==> src/rtl/wnc_pkg.sv <==
// Package for the weighted nearest-colour tile matcher.
// Sizes, field layouts, opcodes and status codes; no dependencies.
package wnc_pkg;

   localparam int TILE_SLOTS     = 256;
   localparam int USE_COUNT_BITS = 16;

   localparam int SLOT_BITS       = $clog2(TILE_SLOTS);
   localparam int CNT_BITS        = SLOT_BITS + 1;
   localparam int CFG_BITS        = 9;
   localparam int CLAMP_BITS      = (CNT_BITS > CFG_BITS) ? CNT_BITS : CFG_BITS;
   localparam int SLOT_FIELD_BITS = 8;
   localparam int SLOT_CMP_BITS   =
      ((SLOT_BITS > SLOT_FIELD_BITS) ? SLOT_BITS : SLOT_FIELD_BITS) + 1;
   localparam int CHAN_BITS       = 16;
   localparam int SUM_BITS        = CHAN_BITS + 2;
   localparam int PROD_BITS       = USE_COUNT_BITS + SUM_BITS;
   localparam int FRAC_BITS       = 8;
   localparam int SCORE_BITS      = 32;
   localparam int SHIFTED_BITS    = PROD_BITS - FRAC_BITS;
   localparam int SAT_BITS        =
      (SHIFTED_BITS > SCORE_BITS) ? SHIFTED_BITS : SCORE_BITS + 1;
   localparam int SHIFT_BITS      = CHAN_BITS + 1;
   localparam int STATUS_BITS     = 2;
   localparam int REQ_DATA_BITS   = 56;
   localparam int RSP_DATA_BITS   = 96;
   localparam int RSP_PAD_BITS    =
      RSP_DATA_BITS - SLOT_FIELD_BITS - SCORE_BITS - 3 * SHIFT_BITS;

   localparam logic [USE_COUNT_BITS-1:0] USE_MAX   = '1;
   localparam logic [SCORE_BITS-1:0]     SCORE_MAX = '1;

   localparam logic OP_LOAD  = 1'b0;
   localparam logic OP_MATCH = 1'b1;

   localparam logic [STATUS_BITS-1:0] STAT_MATCH = 2'd0;
   localparam logic [STATUS_BITS-1:0] STAT_EMPTY = 2'd1;
   localparam logic [STATUS_BITS-1:0] STAT_LOAD  = 2'd2;

   typedef struct packed {
      logic [CHAN_BITS-1:0] red;
      logic [CHAN_BITS-1:0] green;
      logic [CHAN_BITS-1:0] blue;
   } color_type;

   typedef struct packed {
      logic [USE_COUNT_BITS-1:0] uses;
      color_type                 color;
   } entry_type;

   // scored candidate leaving the score pipe
   typedef struct packed {
      logic                  vld;
      logic                  busy;
      logic [SLOT_BITS-1:0]  slot;
      entry_type             entry;
      logic [SCORE_BITS-1:0] score;
   } cand_type;

   typedef struct packed {
      logic [SLOT_FIELD_BITS-1:0]   best_slot;
      logic [SCORE_BITS-1:0]        best_score;
      logic signed [SHIFT_BITS-1:0] red_shift;
      logic signed [SHIFT_BITS-1:0] green_shift;
      logic signed [SHIFT_BITS-1:0] blue_shift;
      logic [STATUS_BITS-1:0]       status;
   } result_type;

endpackage

==> src/rtl/wnc_score_pipe.sv <==
// Two-stage scoring pipe: L1 colour distance, then use-count weighting
// with integer truncation and saturation. Uses wnc_pkg.
module wnc_score_pipe (
   input  logic                          clock,
   input  logic                          reset,
   input  logic                          in_vld,
   input  logic [wnc_pkg::SLOT_BITS-1:0] in_slot,
   input  wnc_pkg::entry_type            in_entry,
   input  wnc_pkg::color_type            region,
   output wnc_pkg::cand_type             cand
);

   logic                                s2_vld_ff;
   logic [wnc_pkg::SLOT_BITS-1:0]       s2_slot_ff;
   wnc_pkg::entry_type                  s2_entry_ff;
   logic [wnc_pkg::SUM_BITS-1:0]        s2_sum_ff;
   logic [wnc_pkg::SUM_BITS-1:0]        s2_sum_in;

   logic                                s3_vld_ff;
   logic [wnc_pkg::SLOT_BITS-1:0]       s3_slot_ff;
   wnc_pkg::entry_type                  s3_entry_ff;
   logic [wnc_pkg::PROD_BITS-1:0]       s3_prod_ff;
   logic [wnc_pkg::PROD_BITS-1:0]       s3_prod_in;

   logic [wnc_pkg::CHAN_BITS-1:0]       d_red, d_green, d_blue;
   logic [wnc_pkg::SAT_BITS-1:0]        shifted;

   function automatic logic [wnc_pkg::CHAN_BITS-1:0] abs_diff(
      input logic [wnc_pkg::CHAN_BITS-1:0] a,
      input logic [wnc_pkg::CHAN_BITS-1:0] b);
      return (a >= b) ? a - b : b - a;
   endfunction

   always_comb begin
      d_red     = abs_diff(region.red,   in_entry.color.red);
      d_green   = abs_diff(region.green, in_entry.color.green);
      d_blue    = abs_diff(region.blue,  in_entry.color.blue);
      s2_sum_in = wnc_pkg::SUM_BITS'(d_red) + wnc_pkg::SUM_BITS'(d_green)
                + wnc_pkg::SUM_BITS'(d_blue);
      s3_prod_in = wnc_pkg::PROD_BITS'(s2_entry_ff.uses)
                 * wnc_pkg::PROD_BITS'(s2_sum_ff);
   end

   always_ff @(posedge clock) begin
      if (reset) begin
         s2_vld_ff <= 1'b0;
         s3_vld_ff <= 1'b0;
      end else begin
         s2_vld_ff <= in_vld;
         s3_vld_ff <= s2_vld_ff;
      end
      s2_slot_ff  <= in_slot;
      s2_entry_ff <= in_entry;
      s2_sum_ff   <= s2_sum_in;
      s3_slot_ff  <= s2_slot_ff;
      s3_entry_ff <= s2_entry_ff;
      s3_prod_ff  <= s3_prod_in;
   end

   always_comb begin
      shifted    = wnc_pkg::SAT_BITS'(s3_prod_ff[wnc_pkg::PROD_BITS-1:wnc_pkg::FRAC_BITS]);
      cand.vld   = s3_vld_ff;
      cand.busy  = s2_vld_ff | s3_vld_ff;
      cand.slot  = s3_slot_ff;
      cand.entry = s3_entry_ff;
      if (shifted > wnc_pkg::SAT_BITS'(wnc_pkg::SCORE_MAX)) begin
         cand.score = wnc_pkg::SCORE_MAX;
      end else begin
         cand.score = shifted[wnc_pkg::SCORE_BITS-1:0];
      end
   end

endmodule

==> config.mk <==
export PLATFORM = sky130hd
export DESIGN_NAME = wnc_score_pipe
export DESIGN_NICKNAME = d
export VERILOG_FILES = /design/src/rtl/wnc_pkg.sv /design/src/rtl/wnc_score_pipe.sv
export SDC_FILE = /design/constraint.sdc
export NUM_CORES = 1
export LEC_CHECK = 0
export BUFFER_PORTS_ARGS = -buffer_cell sky130_fd_sc_hd__buf_2
export CORE_MARGIN = 3
export CORE_UTILIZATION = 61
export CTS_BUF_LIST = sky130_fd_sc_hd__clkbuf_8
export DETAILED_ROUTE_END_ITERATION = 6
export GPL_TIMING_DRIVEN = 0
export PLACE_DENSITY = 0.85
export SKIP_LAST_GASP = 1
export SYNTH_ARGS = -nofsm -noshare
export SYNTH_HDL_FRONTEND = slang
export SYNTH_SLANG_ARGS = --single-unit
==> constraint.sdc <==
create_clock -name clock -period 7.4 [get_ports clock]
set_clock_uncertainty 0.15 [all_clocks]
set_input_delay 0.37 -clock clock [delete_from_list [all_inputs] [get_ports clock]]
set_output_delay 0.37 -clock clock [all_outputs]
set_load 0.005 [all_outputs]
# After elaboration in Yosys (flattened, before gate mapping)

Index checks and enable logic that the tools add are counted.

Register bits: 198
Bits in latches: 0
Bits in writable memories: 0
ROM bits: 0
Word-level logic and storage cells: 30
Memories: 0

Add/subtract/negate cells: 8
$mul: 1
Div/mod/pow operators: 0
$lt $le $gt $ge: 3
Equal/unequal tests: 0
Shifts and indexed selects: 0
Muxes and demuxes: 3
Bitwise gates (word level): 1
Reductions and logical operators: 0

Operators by type and width:

| kind                                           | number |
|---|---|
| 16-bit subtractor                              | 6 |
| 16-bit >= comparator                           | 3 |
| 16-bit two-way mux                             | 3 |
| 16-bit by 18-bit multiplier with 34-bit output | 1 |
| 17-bit by 16-bit adder with 18-bit output      | 1 |
| 16-bit by 16-bit adder with 17-bit output      | 1 |
| 1-bit OR                                       | 1 |

# Logic depth before layout (Yosys ltp)

Depth in word-level cells: 4
Gate-level depth with buffers: 27
Depth with buffers taken out: 25

# Worst setup path after synthesis

No wires, ideal clock.

Path kind: register to register
Start: register s2_entry_ff[56] in the netlist's numbering
End: register s3_prod_ff[33] in the netlist's numbering
Setup time: 0.072 ns
Data arrival time: 6.039 ns
Data required time: 7.178 ns
Path slack: 1.139 ns
Cell stages (with the launch flop): 26
Period minus slack after synthesis: 6.261 ns
Path through: dfxtp_1 -> clkbuf_1 -> clkbuf_1 -> nand2_1 -> fa_1 -> inv_1 -> fa_1 -> inv_1 -> fa_1 -> inv_1 -> fa_1 -> fa_1 -> inv_1 -> fa_1 -> inv_1 -> ha_1 -> clkbuf_1 -> a21oi_1 -> o21ai_1 -> a2111oi_0 -> nor4_1 -> a211oi_2 -> o2111ai_1 -> a21o_1 -> a21oi_2 -> xnor2_1

Word-level cells in the longest chain between the ends: 1

Ends and longest elaborated chain:

| item                                           | line                 | RTL |
|---|---|---|
| start: declaration                             | wnc_score_pipe.sv:15 | `wnc_pkg::entry_type s2_entry_ff;` |
| start signal: assignment                       | wnc_score_pipe.sv:53 | `s2_entry_ff <= in_entry;` |
| 16-bit by 18-bit multiplier with 34-bit output | wnc_score_pipe.sv:41 | `* wnc_pkg::PROD_BITS'(s2_sum_ff);` |
| net s3_prod_in (one bit)                       | wnc_score_pipe.sv:23 | `logic [wnc_pkg::PROD_BITS-1:0] s3_prod_in;` |
| end signal: assignment                         | wnc_score_pipe.sv:57 | `s3_prod_ff <= s3_prod_in;` |
| end: declaration                               | wnc_score_pipe.sv:22 | `logic [wnc_pkg::PROD_BITS-1:0] s3_prod_ff;` |

The timed path passes the listed nets, and every way through them passes these cells.
A chain may end at the register's enable or synchronous reset.

# Final worst setup path

Start: register s2_entry_ff[54] in the netlist's numbering
End: register s3_prod_ff[33] in the netlist's numbering

Same word-level chain as after synthesis.

==> metrics.yaml <==
worst_slew_pin_slew_ps: 667
hold_violations: 0
r2r_cells: 24
synth_compound_gate_area_share_pct: 10.6
drc: 0
synthXorXnorAreaFrac_pct: 3.92
endpoint_kind: "register"
fp.dieW_um: 179
vias_per_cell: 5.51
maxSlewHeadroom_pct: 55.5
synthAdderAreaFrac_pct: 41.0
synthSimpleGateAreaFrac_pct: 12.7
synth_cell_types: 69
cts_root_buffer: "clkbuf_8"
path_class: "register to register"
cp.arrival_ps: 7290
yosysWarnings: 0
firstDrtPassIters: 5
ys_seq_area_share_pct: 20.7
fin_area_um2: 21200
drive_gt1_share_pct: 13.9
drtAntennaViolNets: 0
grt_overflow: 0
synth_area_leaders: "fa_1, dfxtp_1, ha_1"
grt_usage_pct: 30.8
placedCellCount: 2582
yosys_register_bits: 190
rsz0062_at_grt: "no"
fin_crit_sh_pct: 94.5
fmax_mhz: 143
clockBufferDepth: 2
htreeDepth: 4
period_minus_slack_ps: 6990
synth_edf_count: 0
rows: 62
cts_inserted_buffers: 17
synth.top_cell.area_share_pct: 26.6
hold_depth: 0
netlist_area_um2: 18300
crit_required_ps: 7700
synth_top_family_by_area: "adder cells"
start_kind: "register"
nNetsFinal: 2869
syn-instance-count: 1971
grt_pass1_wl_um: 77600
drtIter0Drc: 1158
drt-total-wl_um: 48400
finalSetupViolations: 0
synth_async_sr_flop_share_pct: 0
worstPathMaxFanout: 10
synthFlopType: "dfxtp_1"
die_h_um: 179
area_growth_pct: 15.4
clock_latency_ps: 530
vias: 14800
place_hpwl_um: 38000
route.detailed.wl_per_inst_um: 18.0
synth_common_cells: "inv_1, fa_1, ha_1"
hold_path.class: "register to register"
die_area_um2: 32200
fin_cells: 2688
fill_cells: 2146
place_area_um2: 19900
synth_top_cell_by_area: "fa_1"
port-buffer-count: 222
place_congestion: 0.947
initial_core_util_pct: 62.9
drv_cap: 0
antenna_found_initial: 2
final_max_slew_viol_count: 0
status: "finished, final reports clean"
grt_max_degree: 19
cts_tree: "yes"
grt_pass1_vias: 15600
syn_area_per_cell_um2: 9.30
core_um2: 29200
synth_most_common_cell: "inv_1"
ios: 229
clkTransAtPathRegs_ps: 110
synth_mux_area_share_pct: 1.52
clkSinkCount: 190
metal layers:
metal  routed length, um  vias to the layer above  GRT usage (%)
li1                    -                     6824              -
met1               18700                     7155           37.9
met2               24000                      662           53.0
met3                3850                      156           6.83
met4                1840                        2           12.1
met5                  13                        -              0
per-stage QoR:
stage / setup WS (ps) / hold WS, ps / utilization, % / TNS, ps
3_5_place_dp: -40.7 / 162 / 68.4 / -40.7
3_3_place_gp: 79.6 / 160 / 68.4 / 0
5_1_grt: 56.4 / 184 / 72.5 / 0
4_1_cts: 115 / 180 / 72.4 / 0
2_1_floorplan: 1140 / 160 / - / 0
6_report: 410 / 176 / 72.5 / 0
what timing repair did:
| action | CTS | global route |
|---|---|---|
| pin swaps | 0 | 1 |
| endpoints found under the setup margin | 1 | 7 |
| buffers inserted | 0 | 2 |
| hold buffers | 74 | 0 |
| endpoints found under the hold margin | 74 | 0 |
| gates resized for setup | 1 | 35 |
worst max-delay path, cell delays in order, from the launching register on:
cell	delay [ps]
dfxtp_1	630
clkbuf_1	470
and2_1	220
fa_1	400
inv_1	90
fa_1	440
fa_1	510
inv_1	60
fa_1	490
fa_1	490
inv_1	50
fa_1	470
inv_1	40
ha_1	260
clkbuf_1	190
a21oi_1	200
o21ai_1	120
a2111oi_0	430
nor4_1	120
a211oi_2	200
buf_4	160
o2111ai_1	190
a21o_1	260
a21oi_2	150
xnor2_1	120
sequential cells by signal, indices dropped and copies added, names as in the netlist:
name and flops:
s2_sum_ff 18, s3_prod_ff 26, s3_vld_ff 1, s2_slot_ff 8
s2_vld_ff 1, s2_entry_ff 64, cand 64, s3_slot_ff 8
placed cells by master (no fill, tap or decap), types with 5 or more instances in the layout:
cell type / n
and2_1: 136
o31ai_1: 8
inv_1: 372
a21oi_1: 99
nor3_1: 13
nand2_1: 196
nand3_1: 21
o21ai_0: 45
xnor2_1: 53
conb_1: 6
nor4_1: 5
o21bai_1: 10
xor2_1: 29
o21ai_1: 11
nand4_1: 12
mux2i_1: 17
nand2b_1: 11
fa_1: 244
nor2b_1: 15
clkbuf_1: 36
nor2_1: 48
a21o_1: 48
clkbuf_8: 17
a21oi_2: 5
dfxtp_1: 189
buf_4: 9
a211oi_1: 9
buf_2: 228
mux2_2: 7
a31oi_1: 9
ha_1: 211
dlygate4sd3_1: 74
o211ai_1: 9
clkbuf_2: 19
area by class of cell:
type / count / area [um^2] / share of cell area, %
diodes: 1 / 2.50 / 0.0118
plain buffers: 72 / 358 / 1.69
clock buffers: 17 / 234 / 1.11
clock inverters: 14 / 205 / 0.970
inverters: 372 / 1400 / 6.60
multi-input cells: 1340 / 12800 / 60.5
flip-flops and latches: 190 / 3800 / 18.0
well taps: 384 / 480 / 2.27
repair buffers: 298 / 1870 / 8.82
worst paths after layout:
path,endpoint,startpoint,slack [ps]
setup / recovery,s3_prod_ff[33]$_DFF_P_,s2_entry_ff[54]$_DFF_P_,410
hold reg to reg,cand[44]$_DFF_P_,s2_entry_ff[12]$_DFF_P_,180
setup reg to reg,s3_prod_ff[33]$_DFF_P_,s2_entry_ff[54]$_DFF_P_,410
hold / removal,cand[44]$_DFF_P_,s2_entry_ff[12]$_DFF_P_,180
kinds of logic (layout without fill, tap and decap cells):
family,Yosys count,count (layout)
buffers and inverters,446,773
DFF,190,190
adders and majority gates,455,455
muxes,26,26
and+or+nand+nor,473,473
xor gates and xnor gates,82,82
other,1,7
AOI/OAI and AO/OA,298,298
Power is not shown: default switching activity piles up to over one toggle a cycle in this logic, so the estimate is an artifact.
